**src/rtl/peak_pixel_centroid_defines.svh**
```systemverilog
// ----------------------------------------------------------------------------
// Peak pixel centroid assertion macros
// Concurrent assertion helpers shared by the RTL files; clocked on clk,
// disabled while rst_n is low.
// ----------------------------------------------------------------------------
`ifndef PEAK_PIXEL_CENTROID_DEFINES_SVH
`define PEAK_PIXEL_CENTROID_DEFINES_SVH

`ifndef ASSERT_OFF
// Property must hold at every clock edge outside reset.
`define PPC_ASSERT(label, prop, msg) \
    label: assert property (@(posedge clk) disable iff (!rst_n) (prop)) else $error(msg);
// Condition must never be seen at a clock edge outside reset.
`define PPC_ASSERT_NEVER(label, cond, msg) \
    label: assert property (@(posedge clk) disable iff (!rst_n) !(cond)) else $error(msg);
`else
`define PPC_ASSERT(label, prop, msg)
`define PPC_ASSERT_NEVER(label, cond, msg)
`endif

`endif

```
**src/rtl/ppc_pkg.sv**
```systemverilog
// ----------------------------------------------------------------------------
// Peak pixel centroid package
// Widths, register indices, the front-to-back record and the size clamp.
// ----------------------------------------------------------------------------
package ppc_pkg;

    localparam int AREA_DIM      = 256;
    localparam int IMAGE_DIM     = 4096;
    localparam int FRACTION_BITS = 8;

    localparam int PIXEL_W    = 8;
    localparam int COORD_W    = $clog2(IMAGE_DIM);
    localparam int IDX_W      = $clog2(AREA_DIM);
    localparam int DIM_W      = IDX_W + 1;
    localparam int CNT_W      = $clog2(AREA_DIM * AREA_DIM + 1);
    localparam int SUM_W      = COORD_W + CNT_W - 1;
    localparam int DIVIDEND_W = SUM_W + FRACTION_BITS;
    localparam int STEP_W     = $clog2(DIVIDEND_W + 1);
    localparam int CENTROID_W = 20;

    localparam int CFG_IDX_W  = 2;
    localparam int CFG_DATA_W = 12;

    localparam int QUEUE_DEPTH = 2;
    localparam int QPTR_W      = $clog2(QUEUE_DEPTH);
    localparam int QCNT_W      = $clog2(QUEUE_DEPTH + 1);

    localparam logic [CFG_IDX_W-1:0] REG_AREA_LEFT   = 2'd0;
    localparam logic [CFG_IDX_W-1:0] REG_AREA_TOP    = 2'd1;
    localparam logic [CFG_IDX_W-1:0] REG_AREA_WIDTH  = 2'd2;
    localparam logic [CFG_IDX_W-1:0] REG_AREA_HEIGHT = 2'd3;

    // Totals of one finished area, handed from the front to the divider
    typedef struct packed {
        logic [SUM_W-1:0]   sum_x;
        logic [SUM_W-1:0]   sum_y;
        logic [PIXEL_W-1:0] peak;
        logic [CNT_W-1:0]   count;
    } area_sum_t;

    // Zero reads as one, anything above the area limit as the limit
    function automatic logic [DIM_W-1:0] clamp_dim(input logic [DIM_W-1:0] d);
        logic [DIM_W-1:0] r;
        priority if (d == '0)
            r = DIM_W'(1);
        else if (d > DIM_W'(AREA_DIM))
            r = DIM_W'(AREA_DIM);
        else
            r = d;
        return r;
    endfunction

endpackage

```
**src/rtl/ppc_front.sv**
```systemverilog
// ----------------------------------------------------------------------------
// Peak pixel centroid front end
// Holds the area registers, walks the raster position and keeps the running
// peak with the coordinate sums of its matches; hands totals on at area end.
// ----------------------------------------------------------------------------
module ppc_front (
    input  logic                           clk,
    input  logic                           rst_n,
    input  logic                           cfg_we,
    input  logic [ppc_pkg::CFG_IDX_W-1:0]  cfg_index,
    input  logic [ppc_pkg::CFG_DATA_W-1:0] cfg_data,
    input  logic                           pix_accept,
    input  logic [ppc_pkg::PIXEL_W-1:0]    pixel_value,
    output logic                           sum_push,
    output ppc_pkg::area_sum_t             sum_data
);
    import ppc_pkg::*;

    logic [COORD_W-1:0] left_reg, top_reg;
    logic [DIM_W-1:0]   width_reg, height_reg;

    logic [IDX_W-1:0]   col_reg, col_next, row_reg, row_next;
    logic [PIXEL_W-1:0] peak_reg, peak_next;
    logic [SUM_W-1:0]   sumx_reg, sumx_next, sumy_reg, sumy_next;
    logic [CNT_W-1:0]   match_reg, match_next;

    logic [DIM_W-1:0]   w_eff, h_eff;
    logic [COORD_W-1:0] x_pos, y_pos;
    logic               first_pix, last_col, last_row;

    always_ff @(posedge clk or negedge rst_n)
    begin
        if (!rst_n)
        begin
            left_reg   <= '0;
            top_reg    <= '0;
            width_reg  <= DIM_W'(AREA_DIM);
            height_reg <= DIM_W'(AREA_DIM);
        end
        else if (cfg_we)
        begin
            unique case (cfg_index)
                REG_AREA_LEFT:   left_reg   <= cfg_data;
                REG_AREA_TOP:    top_reg    <= cfg_data;
                REG_AREA_WIDTH:  width_reg  <= cfg_data[DIM_W-1:0];
                REG_AREA_HEIGHT: height_reg <= cfg_data[DIM_W-1:0];
                default: ;
            endcase
        end
    end

    always_comb
    begin
        w_eff     = clamp_dim(width_reg);
        h_eff     = clamp_dim(height_reg);
        x_pos     = left_reg + COORD_W'(col_reg);
        y_pos     = top_reg + COORD_W'(row_reg);
        first_pix = (col_reg == '0) && (row_reg == '0);
        last_col  = ({1'b0, col_reg} + DIM_W'(1)) >= w_eff;
        last_row  = ({1'b0, row_reg} + DIM_W'(1)) >= h_eff;

        peak_next  = peak_reg;
        sumx_next  = sumx_reg;
        sumy_next  = sumy_reg;
        match_next = match_reg;
        priority if (first_pix || (pixel_value > peak_reg))
        begin
            // restart the sums at this position
            peak_next  = pixel_value;
            sumx_next  = SUM_W'(x_pos);
            sumy_next  = SUM_W'(y_pos);
            match_next = CNT_W'(1);
        end
        else if (pixel_value == peak_reg)
        begin
            sumx_next  = sumx_reg + SUM_W'(x_pos);
            sumy_next  = sumy_reg + SUM_W'(y_pos);
            match_next = match_reg + CNT_W'(1);
        end

        col_next = last_col ? '0 : col_reg + IDX_W'(1);
        row_next = row_reg;
        if (last_col)
            row_next = last_row ? '0 : row_reg + IDX_W'(1);

        sum_push       = pix_accept && last_col && last_row;
        sum_data.sum_x = sumx_next;
        sum_data.sum_y = sumy_next;
        sum_data.peak  = peak_next;
        sum_data.count = match_next;
    end

    always_ff @(posedge clk or negedge rst_n)
    begin
        if (!rst_n)
        begin
            col_reg   <= '0;
            row_reg   <= '0;
            peak_reg  <= '0;
            sumx_reg  <= '0;
            sumy_reg  <= '0;
            match_reg <= '0;
        end
        else if (pix_accept)
        begin
            col_reg   <= col_next;
            row_reg   <= row_next;
            peak_reg  <= peak_next;
            sumx_reg  <= sumx_next;
            sumy_reg  <= sumy_next;
            match_reg <= match_next;
        end
    end

`include "peak_pixel_centroid_defines.svh"

    `PPC_ASSERT(a_match_live, (col_reg != '0 || row_reg != '0) |-> match_reg != '0, "peak lost its matches mid-area")

endmodule

```
**src/rtl/ppc_queue.sv**
```systemverilog
// ----------------------------------------------------------------------------
// Peak pixel centroid area queue
// Short first-in first-out buffer of area totals between front and divider.
// ----------------------------------------------------------------------------
module ppc_queue (
    input  logic               clk,
    input  logic               rst_n,
    input  logic               push,
    input  ppc_pkg::area_sum_t wr_data,
    input  logic               pop,
    output ppc_pkg::area_sum_t rd_data,
    output logic               full,
    output logic               empty
);
    import ppc_pkg::*;

    area_sum_t          entry_reg [QUEUE_DEPTH];
    logic [QPTR_W-1:0]  wr_ptr_reg, wr_ptr_next, rd_ptr_reg, rd_ptr_next;
    logic [QCNT_W-1:0]  count_reg, count_next;

    always_comb
    begin
        full        = (count_reg == QCNT_W'(QUEUE_DEPTH));
        empty       = (count_reg == '0);
        rd_data     = entry_reg[rd_ptr_reg];
        wr_ptr_next = (wr_ptr_reg == QPTR_W'(QUEUE_DEPTH - 1)) ? '0 : wr_ptr_reg + QPTR_W'(1);
        rd_ptr_next = (rd_ptr_reg == QPTR_W'(QUEUE_DEPTH - 1)) ? '0 : rd_ptr_reg + QPTR_W'(1);
        count_next  = count_reg + QCNT_W'(push) - QCNT_W'(pop);
    end

    always_ff @(posedge clk)
    begin
        if (push)
            entry_reg[wr_ptr_reg] <= wr_data;
    end

    always_ff @(posedge clk or negedge rst_n)
    begin
        if (!rst_n)
        begin
            wr_ptr_reg <= '0;
            rd_ptr_reg <= '0;
            count_reg  <= '0;
        end
        else
        begin
            if (push)
                wr_ptr_reg <= wr_ptr_next;
            if (pop)
                rd_ptr_reg <= rd_ptr_next;
            count_reg <= count_next;
        end
    end

`include "peak_pixel_centroid_defines.svh"

    `PPC_ASSERT_NEVER(a_no_overflow, push && !pop && full, "area queue overflow")
    `PPC_ASSERT_NEVER(a_no_underflow, pop && empty, "area queue underflow")

endmodule

```
**src/rtl/ppc_back.sv**
```systemverilog
// ----------------------------------------------------------------------------
// Peak pixel centroid back end
// Bit-serial restoring divider, x and y lanes side by side, sharing one
// divisor; finished results wait in a one-entry output register.
// ----------------------------------------------------------------------------
module ppc_back (
    input  logic                           clk,
    input  logic                           rst_n,
    input  ppc_pkg::area_sum_t             q_data,
    input  logic                           q_empty,
    output logic                           q_pop,
    input  logic                           pop,
    output logic                           empty,
    output logic [ppc_pkg::CENTROID_W-1:0] centroid_x,
    output logic [ppc_pkg::CENTROID_W-1:0] centroid_y,
    output logic [ppc_pkg::PIXEL_W-1:0]    peak_value,
    output logic [ppc_pkg::CNT_W-1:0]      peak_count
);
    import ppc_pkg::*;

    localparam logic [1:0] S_IDLE = 2'd0;
    localparam logic [1:0] S_DIV  = 2'd1;
    localparam logic [1:0] S_HOLD = 2'd2;

    logic [1:0]            state_reg, state_next;
    logic [STEP_W-1:0]     step_reg, step_next;
    logic [CNT_W-1:0]      divisor_reg;
    logic [CNT_W-1:0]      remx_reg, remx_next, remy_reg, remy_next;
    logic [DIVIDEND_W-1:0] quox_reg, quox_next, quoy_reg, quoy_next;
    logic [PIXEL_W-1:0]    peak_reg;

    logic                  out_valid_reg, out_valid_next;
    logic [CENTROID_W-1:0] out_cx_reg, out_cy_reg;
    logic [PIXEL_W-1:0]    out_peak_reg;
    logic [CNT_W-1:0]      out_count_reg;

    logic [CNT_W:0]        shx, shy;
    logic                  gex, gey, slot_free, load_out;

    always_comb
    begin
        // one quotient bit per lane per cycle
        shx       = {remx_reg, quox_reg[DIVIDEND_W-1]};
        shy       = {remy_reg, quoy_reg[DIVIDEND_W-1]};
        gex       = shx >= {1'b0, divisor_reg};
        gey       = shy >= {1'b0, divisor_reg};
        remx_next = gex ? CNT_W'(shx - {1'b0, divisor_reg}) : CNT_W'(shx);
        remy_next = gey ? CNT_W'(shy - {1'b0, divisor_reg}) : CNT_W'(shy);
        quox_next = {quox_reg[DIVIDEND_W-2:0], gex};
        quoy_next = {quoy_reg[DIVIDEND_W-2:0], gey};

        slot_free = !out_valid_reg || pop;
        q_pop     = (state_reg == S_IDLE) && !q_empty;
        load_out  = (state_reg == S_HOLD) && slot_free;
        step_next = step_reg - STEP_W'(1);

        state_next = state_reg;
        unique case (state_reg)
            S_IDLE:  if (!q_empty) state_next = S_DIV;
            S_DIV:   if (step_reg == STEP_W'(1)) state_next = S_HOLD;
            S_HOLD:  if (slot_free) state_next = S_IDLE;
            default: state_next = S_IDLE;
        endcase

        out_valid_next = out_valid_reg;
        if (load_out)
            out_valid_next = 1'b1;
        else if (pop)
            out_valid_next = 1'b0;
    end

    always_ff @(posedge clk)
    begin
        if (q_pop)
        begin
            remx_reg    <= '0;
            remy_reg    <= '0;
            quox_reg    <= {q_data.sum_x, FRACTION_BITS'(0)};
            quoy_reg    <= {q_data.sum_y, FRACTION_BITS'(0)};
            divisor_reg <= q_data.count;
            peak_reg    <= q_data.peak;
        end
        else if (state_reg == S_DIV)
        begin
            remx_reg <= remx_next;
            remy_reg <= remy_next;
            quox_reg <= quox_next;
            quoy_reg <= quoy_next;
        end
        if (load_out)
        begin
            out_cx_reg    <= quox_reg[CENTROID_W-1:0];
            out_cy_reg    <= quoy_reg[CENTROID_W-1:0];
            out_peak_reg  <= peak_reg;
            out_count_reg <= divisor_reg;
        end
    end

    always_ff @(posedge clk or negedge rst_n)
    begin
        if (!rst_n)
        begin
            state_reg     <= S_IDLE;
            step_reg      <= '0;
            out_valid_reg <= 1'b0;
        end
        else
        begin
            state_reg     <= state_next;
            out_valid_reg <= out_valid_next;
            if (q_pop)
                step_reg <= STEP_W'(DIVIDEND_W);
            else if (state_reg == S_DIV)
                step_reg <= step_next;
        end
    end

    assign empty      = !out_valid_reg;
    assign centroid_x = out_cx_reg;
    assign centroid_y = out_cy_reg;
    assign peak_value = out_peak_reg;
    assign peak_count = out_count_reg;

`include "peak_pixel_centroid_defines.svh"

    `PPC_ASSERT(a_div_steps, (state_reg == S_DIV) |-> step_reg != '0, "divider ran past its last step")
    `PPC_ASSERT(a_out_load, load_out |=> out_valid_reg && out_count_reg != '0, "result lost or empty on load")

endmodule

```
**src/rtl/peak_pixel_centroid.sv**
```systemverilog
// ----------------------------------------------------------------------------
// Peak pixel centroid
// Finds the brightest pixel value of an area of interest and the centroid
// of every pixel holding it, in unsigned fixed point with 8 fraction bits.
// ----------------------------------------------------------------------------
// Pixels of the area arrive in raster order, one transfer per pixel, and are
// taken one per clock unless full: the front end updates the running peak,
// the match count and the x and y coordinate sums per pixel. Coordinates are
// area_left plus column and area_top plus row, wrapping at the image size;
// width and height of zero act as one and above 256 as 256. After the
// area's last pixel the totals drop into a two-entry queue, and a bit-serial
// divider turns them into centroid_x and centroid_y, one quotient bit per
// cycle: it takes an area from the queue while idle, divides, then moves the
// result to the output register, and takes no new area before that move.
// Full rises only while two finished areas are queued behind the divider,
// which happens when areas end faster than the divider finishes them or
// when results are not popped. A finished result waits in an output register
// until popped while the divider and the front carry on.
// Register writes take effect at once and belong between areas; cfg_ready
// is always high. There is no clearing pass after reset.
// ----------------------------------------------------------------------------
module peak_pixel_centroid (
    input  logic                           clk,
    input  logic                           rst_n,
    // configuration write channel
    input  logic                           cfg_valid,
    output logic                           cfg_ready,
    input  logic [ppc_pkg::CFG_IDX_W-1:0]  cfg_index,
    input  logic [ppc_pkg::CFG_DATA_W-1:0] cfg_data,
    // pixel input, queue style
    input  logic                           push,
    output logic                           full,
    input  logic [ppc_pkg::PIXEL_W-1:0]    pixel_value,
    // results, queue style
    output logic                           empty,
    input  logic                           pop,
    output logic [ppc_pkg::CENTROID_W-1:0] centroid_x,
    output logic [ppc_pkg::CENTROID_W-1:0] centroid_y,
    output logic [ppc_pkg::PIXEL_W-1:0]    peak_value,
    output logic [ppc_pkg::CNT_W-1:0]      peak_count
);
    import ppc_pkg::*;

    logic      cfg_we;
    logic      pix_accept;
    logic      sum_push, q_pop, q_empty, q_full;
    area_sum_t sum_data, q_data;

    // Registers take a write every cycle
    assign cfg_ready  = 1'b1;
    assign cfg_we     = cfg_valid && cfg_ready;

    // Hold pixels back only when the queue cannot take another area
    assign full       = q_full;
    assign pix_accept = push && !q_full;

    ppc_front u_front (
        .clk         (clk),
        .rst_n       (rst_n),
        .cfg_we      (cfg_we),
        .cfg_index   (cfg_index),
        .cfg_data    (cfg_data),
        .pix_accept  (pix_accept),
        .pixel_value (pixel_value),
        .sum_push    (sum_push),
        .sum_data    (sum_data)
    );

    ppc_queue u_queue (
        .clk     (clk),
        .rst_n   (rst_n),
        .push    (sum_push),
        .wr_data (sum_data),
        .pop     (q_pop),
        .rd_data (q_data),
        .full    (q_full),
        .empty   (q_empty)
    );

    ppc_back u_back (
        .clk        (clk),
        .rst_n      (rst_n),
        .q_data     (q_data),
        .q_empty    (q_empty),
        .q_pop      (q_pop),
        .pop        (pop),
        .empty      (empty),
        .centroid_x (centroid_x),
        .centroid_y (centroid_y),
        .peak_value (peak_value),
        .peak_count (peak_count)
    );

endmodule
```
**config.mk**
```make
export PLATFORM = sky130hd
export DESIGN_NAME = peak_pixel_centroid
export DESIGN_NICKNAME = d
export VERILOG_FILES = /design/src/rtl/ppc_pkg.sv /design/src/rtl/ppc_front.sv /design/src/rtl/ppc_queue.sv /design/src/rtl/ppc_back.sv /design/src/rtl/peak_pixel_centroid.sv
export VERILOG_INCLUDE_DIRS = /design/src /design/src/rtl
export SDC_FILE = /design/constraint.sdc
export NUM_CORES = 1
export LEC_CHECK = 0
export BUFFER_PORTS_ARGS = -buffer_cell sky130_fd_sc_hd__buf_2
export CORE_MARGIN = 2
export CORE_UTILIZATION = 65
export CTS_BUF_LIST = sky130_fd_sc_hd__clkbuf_2
export DETAILED_ROUTE_END_ITERATION = 7
export HOLD_SLACK_MARGIN = 0.02
export PLACE_DENSITY_LB_ADDON = 0.3
export SETUP_SLACK_MARGIN = 0.5
export SYNTH_ARGS = -nofsm -noshare
export SYNTH_HDL_FRONTEND = slang
export SYNTH_HIERARCHICAL = 1
export SYNTH_SLANG_ARGS = --single-unit
```
**constraint.sdc**
```tcl
create_clock -name clk -period 19.8 [get_ports clk]
set_input_delay 2.97 -clock clk [delete_from_list [all_inputs] [get_ports clk]]
set_output_delay 2.97 -clock clk [all_outputs]
set_load 0.05 [all_outputs]
```
* After elaboration in Yosys (flattened, before gate mapping)
Memory sizes are Yosys's and may differ from the RTL's. Index checks and enable logic that the tools add are counted.
Cells by class: add/sub/neg operators 16, magnitude comparators 7, equality and inequality tests 11, multiplexer cells 31, reductions and logical operators 26
Operators with widths (count):
- $mux W36 | 4
- $mux W28 | 4
- $mux W17 | 4
- $add A28 B12 Y28 | 2
- $ge A18 B17 Y1 | 2
- $mux W9 | 4
- $sub A17 B17 Y17 | 2
- $add A12 B8 Y12 | 2
- $mux W8 | 3
- $add A8 B1 Y9 const B | 2
- $ge A9 B9 Y1 | 2
- $gt A9 B9 Y1 const B | 2
- $logic_not A9 Y1 | 2
- $add A17 B1 Y17 const B | 1
- $add A8 B1 Y8 const B | 2
- $logic_not A8 Y1 | 2
- $mux W6 | 2
- $reduce_and A2 Y1 | 5
- $eq A2 B2 Y1 const B | 4
- $eq A8 B8 Y1 | 1
- $gt A8 B8 Y1 | 1
- $eq A6 B1 Y1 const B | 1
- $logic_and A1 B1 Y1 | 6
- $logic_not A2 Y1 | 3
- other kinds (14) | 28
Storage, ports and cells: bits in registers 348, memory bits (writable) 162, input bits 27, output and inout port bits 68, logic and storage cells 120, memories 1
Memories:
- u_queue.entry_reg | depth 2, width 81, rd ports 1, clocked after memory_dff 0, wr ports 1, RTL line ppc_queue.sv:17 | area_sum_t entry_reg [QUEUE_DEPTH];

* Logic depth before layout (Yosys ltp)
Gate-level depths: netlist of the first run.
depth in word-level cells 8, gate-level depth with buffers 17, gate-level depth less buffers 15

* Cells and area by module
The synthesis of the first run kept the hierarchy.
Modules (own cells, without submodules):
- ppc_front | instances 1, cells each 1278, area an instance 10961.8 µm², seq. area each 3480.8 µm²
- ppc_back | instances 1, cells each 726, area an instance 9120.0 µm², seq. area each 5610.4 µm²
- ppc_queue | instances 1, cells each 267, area an instance 6441.2 µm², seq. area each 4964.8 µm²
- peak_pixel_centroid | instances 1, cells each 3, area an instance 25.0 µm², seq. area each 0.0 µm²

* Worst setup path after synthesis of the first run
OpenSTA, ideal clock, no wires.
kind input to register, from input port push, to memory u_queue/entry_reg[0][0] (netlist bit) (enable), setup time 0.531 ns, data arrival time 7.428 ns, required time 19.269 ns, setup slack 11.842 ns, stages 5, buffers on the path 2, cells stage by stage nor2b_4 -> clkbuf_1 -> clkbuf_1 -> and3_1 -> nor2b_1
Between the ends: longest elaborated chain between the ends 5
RTL lines:
- start, declared | RTL line peak_pixel_centroid.sv:31 | input logic push,
- $logic_and A1 B1 Y1 | RTL line peak_pixel_centroid.sv:55 | assign pix_accept = push && !q_full;
- $logic_and A1 B1 Y1 (2 in series) | RTL line ppc_front.sv:86 | sum_push = pix_accept && last_col && last_row;
- named net sum_push | RTL line peak_pixel_centroid.sv:46 | logic sum_push, q_pop, q_empty, q_full;
- $mux W1 | RTL line ppc_queue.sv:33 | if (push)
- $mux W1 (implied by the code) | RTL line ppc_queue.sv:34 | entry_reg[wr_ptr_reg] <= wr_data;
- end, declared | RTL line ppc_queue.sv:17
The timed path passes the listed nets, and every way through them passes these cells.

==> flow_summary.yaml, run 1 <==
synthesis:
  synth_fp_nets: 2420
  synth_edf_count: 308
  avgSynthCellArea_um2: 11.7
  ys_types: 102
  seq_area_frac_synth_pct: 52.9
  synth.top_cells.by_area: "edfxtp_1 35%, dfrtp_1 14%, ha_1 5.3%"
  syn_area_um2: 26500
  synth_top_cell_by_area: "edfxtp_1"
  synth_ff_type: "edfxtp_1"
  synth_commonest_cells: "308 x edfxtp_1, 203 x nand2_1, 150 x dfrtp_1"
  netlist.area_leader.share_pct: 34.8
  ys_seq_elements: 510
  syn_inst: 2274
  yosysMostFrequentCell: "edfxtp_1"
  yosysWarnings: 6
  synthArstFlopShare_pct: 29.8
timing:
  setup_viol: 0
  setup_ws_ns: 13.71
  max_freq_ghz: 0.164
  min_period_over_period_pct: 30.7
  hold_viol_final: 0
  tightest_slew_ns: 1.15
  finClkSkew_ns: 0.0579
  slew_headroom_pct: 23.2
  fin_setup_tns_ns: 0
  rsz0062_at_grt: "false"
  drv_slew: 0
  finalCriticalPeriod_ns: 6.09
die:
  die-area_um2: 42500
  fp-row-count: 74
  io_pins: 95
  core_area_um2: 40600
  start_util_pct: 65.5
  die_w_um: 206
  fp.dieH_um: 206
grt:
  grt_antenna_before_repair: 2
  grt_pass1_vias: 19000
  gr-total-overflow: 0
  grt_pass1_wl_um: 98000
  grt_use_total_pct: 29.9
  grt_max_degree: 98
layout:
  drive_above_1_share_pct: 20.6
  multiInputGateArea_um2: 11600
  final_cells: 3059
  final_nets: 2557
  final_core_util_pct: 70.5
  fillCellCount: 2939
  area.growth.synth_to_final_pct: 7.66
  largest_reg_flops: 162
  sequential_cell_area_um2: 14100
clock_network:
  cts_setup_buffers: 0
  clockRootBuffer: "clkbuf_2"
  clockBufferDepth: 3
  h-tree-depth: 4
  cts_tree: "built"
  cts-buffers-inserted: 130
  clk_pin_slew_ns: 0.10
  clk_latency_ns: 1.27
  ctsHoldBuffers: 0
  cts_sinks: 510
  cts.repair.resized: 0
setup_path:
  critPathMaxFanout: 74
  arrival_ns: 7.20
  cp-end-kind: "register"
  worstSetupPathType: "primary input to register"
  startpoint_type: "primary input"
  critPathRequiredTime_ns: 20.92
outcome:
  outcome: "finished clean"
detailed_routing:
  drt_iter0_markers: 1517
  route.vias.total: 19100
  detail-route-antenna-nets: 0
  wl_per_cell_um: 20.2
  routed_via_density: 6.23
  drt_wl_total_um: 61800
  post-route-drc-count: 0
  dr.pass1.iters: 5
power_and_ir_drop:
  p_leak_nw: 12.0
  ir_drop_mv: 0.0987
  powerDensity_nw_per_um2: 164
  finalPower_mw: 4.68
placed_design:
  dp_cells: 2811
  io_buffers: 93
  dp.final_hpwl_um: 41500
  post-place-ws_ns: 12.58
  routabilityCongestion: 0.960
worst_hold_path:
  hold_class: "register to register"
run:
  drv_cap: 0
report_power, final:
group	switching [mW]	total, mW	leakage, nW	internal [mW]
registers	0.209	1.66	5.26	1.45
clock network	0.426	0.780	1.03	0.354
logic	1.32	2.24	5.68	0.920
total	1.95	4.68	12.0	2.73
stage by stage:
| stage | cell area (um^2) | hold WS (ns) |
|---|---|---|
| after floorplan | 26500 | 0.400 |
| after global placement | 27200 | 0.401 |
| after detailed placement | 27200 | 0.408 |
| after CTS | 28600 | 0.401 |
| after global routing | 28600 | 0.434 |
| final | 28600 | 0.411 |
logic make-up (layout without fill, tap and decap cells):
logic type                 Yosys count  count (layout)  share of synthesized area (%)
AOI/OAI and AO/OA                  552             552                           14.7
xor gates and xnor gates           117             117                           3.92
adders and majority gates          119             119                           5.78
buffers and inverters              198             445                           3.64
DFF                                510             510                           52.9
muxes                              166             166                           7.96
other                                1               7                         0.0141
and+or+nand+nor                    611             611                           11.1
final timing paths:
kind                                                 startpoint                            endpoint  slack (ns)  cells after the start
worst max-delay path                             pixel_value[0]     u_front/sumx_reg[2]$_DFFE_PN0P_       13.71                     10
worst min-delay path            u_back/quoy_reg[2]$_SDFFE_PP0P_     u_back/quoy_reg[3]$_SDFFE_PP0P_        0.41                      2
worst max register to register   u_front/row_reg[0]$_DFFE_PN0P_  u_queue/entry_reg[0][40]$_DFFE_PP_       14.90                     13
worst min register to register  u_back/quoy_reg[2]$_SDFFE_PP0P_     u_back/quoy_reg[3]$_SDFFE_PP0P_        0.41                      2
max in group asynchronous                                 rst_n    u_front/sumy_reg[15]$_DFFE_PN0P_       16.42                      2
min in group asynchronous                                 rst_n    u_back/out_valid_reg$_DFFE_PN0P_        1.73                      1
critical path: stages:
cell	delay, ns
buf_2	0.09
inv_1	0.07
ha_1	0.31
and4_1	0.23
nand2_2	0.70
a21o_1	0.86
or2_4	0.50
buf_4	0.76
o21ai_0	0.30
mux2_2	0.33
cell usage in the layout, fill, tap and decap left out, types with 42 or more instances in the layout:
cell type,synthesis,layout
edfxtp_1,308,308
clkbuf_2,1,220
nand2_1,203,203
dfrtp_1,150,149
o21ai_0,124,124
nor2_1,123,123
ha_1,113,113
buf_2,18,92
inv_1,88,87
a21oi_1,85,85
xnor2_1,84,84
mux2_4,79,79
nand3_1,77,77
a22o_1,70,70
dfxtp_1,50,50
nor3_1,47,47
mux2_2,45,45
mux2i_1,42,42
layer usage:
metal | global-route usage (%) | wire [um] | share of wire [%] | vias to the layer above
met4 | 13.2 | 1750 | 2.8 | 0
met3 | 7.11 | 3860 | 6.2 | 108
met1 | 38.1 | 26000 | 42 | 9383
met2 | 48.8 | 30200 | 49 | 740
li1 | - | - | - | 8830
met5 | 0 | 0 | 0 | -
layout make-up:
type | count | area share [%]
multi-input combinational | 1566 | 40.5
clock buffer | 220 | 3.85
antenna | 6 | 0.0525
tap | 532 | 2.33
inverter | 91 | 1.20
sequential | 510 | 49.2
clock inverter | 22 | 0.762
timing repair buffer | 112 | 2.15
Note: power is estimated with default switching activity, not from simulation.
==> run 2: changes to the inputs <==
Settings changed: CORE_UTILIZATION 65 to 58.
Clock period 19.8 ns to 5.1 ns, I/O delays scaled along.
==> flow_summary.yaml, run 2 (synthesis results as in run 1) <==
outcome:
  outcome: "finished clean"
layout:
  final_cells: 3171
  area.growth.synth_to_final_pct: 10.2
  final_nets: 2607
  sequential_cell_area_um2: 14100
  final_cell_mix: "308 x edfxtp_1, 203 x nand2_1, 197 x clkbuf_2, 149 x dfrtp_1, 124 x o21ai_0"
  multiInputGateArea_um2: 11600
  stdcell_area_um2: 29200
  drive_above_1_share_pct: 20.5
  layout_commonest_cell: "edfxtp_1"
  fillCellCount: 3512
  largest_reg_flops: 162
die:
  fp.dieH_um: 218
  fp-row-count: 78
  die_w_um: 218
  start_util_pct: 58.6
  die-area_um2: 47500
  io_pins: 95
  core_area_um2: 45300
run:
  drv_cap: 0
placed_design:
  dp_cells: 2894
  dp.final_hpwl_um: 40800
  io_buffers: 93
  routabilityCongestion: 0.954
  place_area_um2: 27500
  post-place-ws_ns: 0.549
timing:
  slew_headroom_pct: 22.9
  drv_slew: 0
  setup_ws_ns: 0.692
  hold_viol_final: 0
  finalCriticalPeriod_ns: 4.41
  rsz0062_at_grt: "false"
  finClkSkew_ns: 0.118
  max_freq_ghz: 0.227
  tightest_slew_ns: 1.16
  setup_viol: 0
  min_period_over_period_pct: 86.4
  fin_setup_tns_ns: 0
worst_hold_path:
  min_from: "cfg_data[11]"
  min_path_cells: 3
  hold_class: "primary input to register"
  holdPathEnd: "u_front/top_reg[11]$_DFFE_PN0P_"
power_and_ir_drop:
  finalPower_mw: 18.2
  ir_drop_mv: 0.275
  power.share.switching_pct: 41.6
  powerDensity_nw_per_um2: 624
  p_leak_nw: 12.2
  power_frac_comb_pct: 48.0
  seqPwrFrac_pct: 35.3
  internal_power_mw: 10.7
  power_switching_mw: 7.58
  clkPwrFrac_pct: 16.7
grt:
  grt_use_total_pct: 26.3
  grt_max_degree: 108
  gr-total-overflow: 0
  grt_pass1_vias: 18800
  grt_antenna_before_repair: 2
  grt_pass1_wl_um: 97600
setup_path:
  worstSetupPathType: "register to register"
  crit_family: "compound AO/OA/AOI/OAI gates"
  critPathMaxFanout: 7
  rr_endpoint: "u_queue/entry_reg[1][80]$_DFFE_PP_"
  r2r_start: "u_front/col_reg[0]$_DFFE_PN0P_"
  startpoint_type: "register"
  critPathRequiredTime_ns: 6.07
  cp_num_buf_inv: 3
  reg2reg_slack_ns: 0.69
  crit_slowest_cell: "dfrtp_1"
  max_stage_delay_ns: 0.46
  arrival_ns: 5.38
  cp-end-kind: "register"
  r2r_cells: 17
  crit_chain: "ha_1 -> fa_1 -> a211oi_2 -> nor2_1 -> o31ai_2 -> a21oi_1 -> xnor2_1 -> inv_1 -> ha_1 -> a21o_1 -> and2_1 -> nand4_1 -> buf_4 -> a311oi_4 -> buf_4 -> a31o_2 -> a21oi_1"
detailed_routing:
  post-route-drc-count: 0
  drt_wl_total_um: 61600
  drt_iter0_markers: 1628
  dr.pass1.iters: 5
  route.vias.total: 18900
  detail-route-antenna-nets: 0
  routed_via_density: 5.97
  wl_per_cell_um: 19.4
clock_network:
  clockBufferDepth: 3
  cts_tree: "built"
  cts_sinks: 510
  h-tree-depth: 4
  clk_pin_slew_ns: 0.12
  clk_latency_ns: 1.31
  cts-buffers-inserted: 131
  clockRootBuffer: "clkbuf_2"
## run 2: changes by cell type in the layout (fill, tap and decap cells not counted), sizes merged
cell	delta
inv	-3
diode	-4
clkbuf	-23
clkinvlp	+4
dlygate4sd3	+29
bufinv	+1
buf	+20
clkinv	+20
## run 2: what timing repair did
action,4_1_cts,5_1_grt
buffers inserted,0,4
endpoints found under the hold margin,220,0
endpoints found under the setup margin,2,41
hold buffers,30,0
pin swaps,0,4
gates resized for setup,1,8
## run 2: per-layer routing
layer | share of wire, % | GRT usage [%] | vias up
met3 | 6.9 | 6.88 | 129
met2 | 47 | 41.7 | 670
met5 | 0 | 0 | -
met1 | 43 | 34.3 | 9194
li1 | - | - | 8949
met4 | 2.7 | 11.3 | 0
## run 2: through the flow
stage,hold WS (ns),util (%)
2_1_floorplan,0.400,-
3_3_place_gp,0.407,60.7
3_5_place_dp,0.405,60.7
4_1_cts,0.119,64.4
5_1_grt,0.200,64.6
6_report,0.305,64.6
## run 2: power groups by stage
stage               logic, mW  clock network (mW)  registers [mW]
floorplan                6.99                   0            6.15
global placement         8.27                   0            6.47
finish                   8.76                3.05            6.44
global route             9.62                3.35            6.55
CTS                      8.60                3.15            6.42
detailed placement       8.53                   0            6.49
## run 2: how the worst max path moves through the flow
stage                                                    end                           start  cells after the start  slack (ns)
after floorplan            u_queue/entry_reg[1][0]$_DFFE_PP_  u_front/col_reg[1]$_DFFE_PN0P_                     12        0.51
after CTS                 u_queue/entry_reg[1][79]$_DFFE_PP_  u_front/col_reg[0]$_DFFE_PN0P_                     15        0.63
final                     u_queue/entry_reg[1][80]$_DFFE_PP_  u_front/col_reg[0]$_DFFE_PN0P_                     17        0.69
after detailed placement  u_queue/entry_reg[0][52]$_DFFE_PP_  u_front/row_reg[0]$_DFFE_PN0P_                     13        0.55
after global placement    u_queue/entry_reg[0][52]$_DFFE_PP_  u_front/row_reg[0]$_DFFE_PN0P_                     13        0.67
after global routing      u_queue/entry_reg[1][80]$_DFFE_PP_  u_front/col_reg[0]$_DFFE_PN0P_                     17        0.48
## run 2: layout make-up
cell class,instances,area share (%)
Antenna cell,2,0.0171
Clock buffer,197,3.37
Clock inverter,44,1.19
Inverter,91,1.17
Multi-Input combinational cell,1566,39.8
Sequential cell,510,48.1
Tap cell,600,2.57
Timing Repair Buffer,161,3.85
## run 2: worst reg2reg max path, cell delays in order, from the launching register on
cell and delay, ns:
dfrtp_1 0.46, ha_1 0.25, fa_1 0.45, a211oi_2 0.21
nor2_1 0.11, o31ai_2 0.33, a21oi_1 0.13, xnor2_1 0.29
inv_1 0.08, ha_1 0.37, a21o_1 0.15, and2_1 0.21
nand4_1 0.11, buf_4 0.18, a311oi_4 0.28, buf_4 0.21
a31o_2 0.17, a21oi_1 0.08
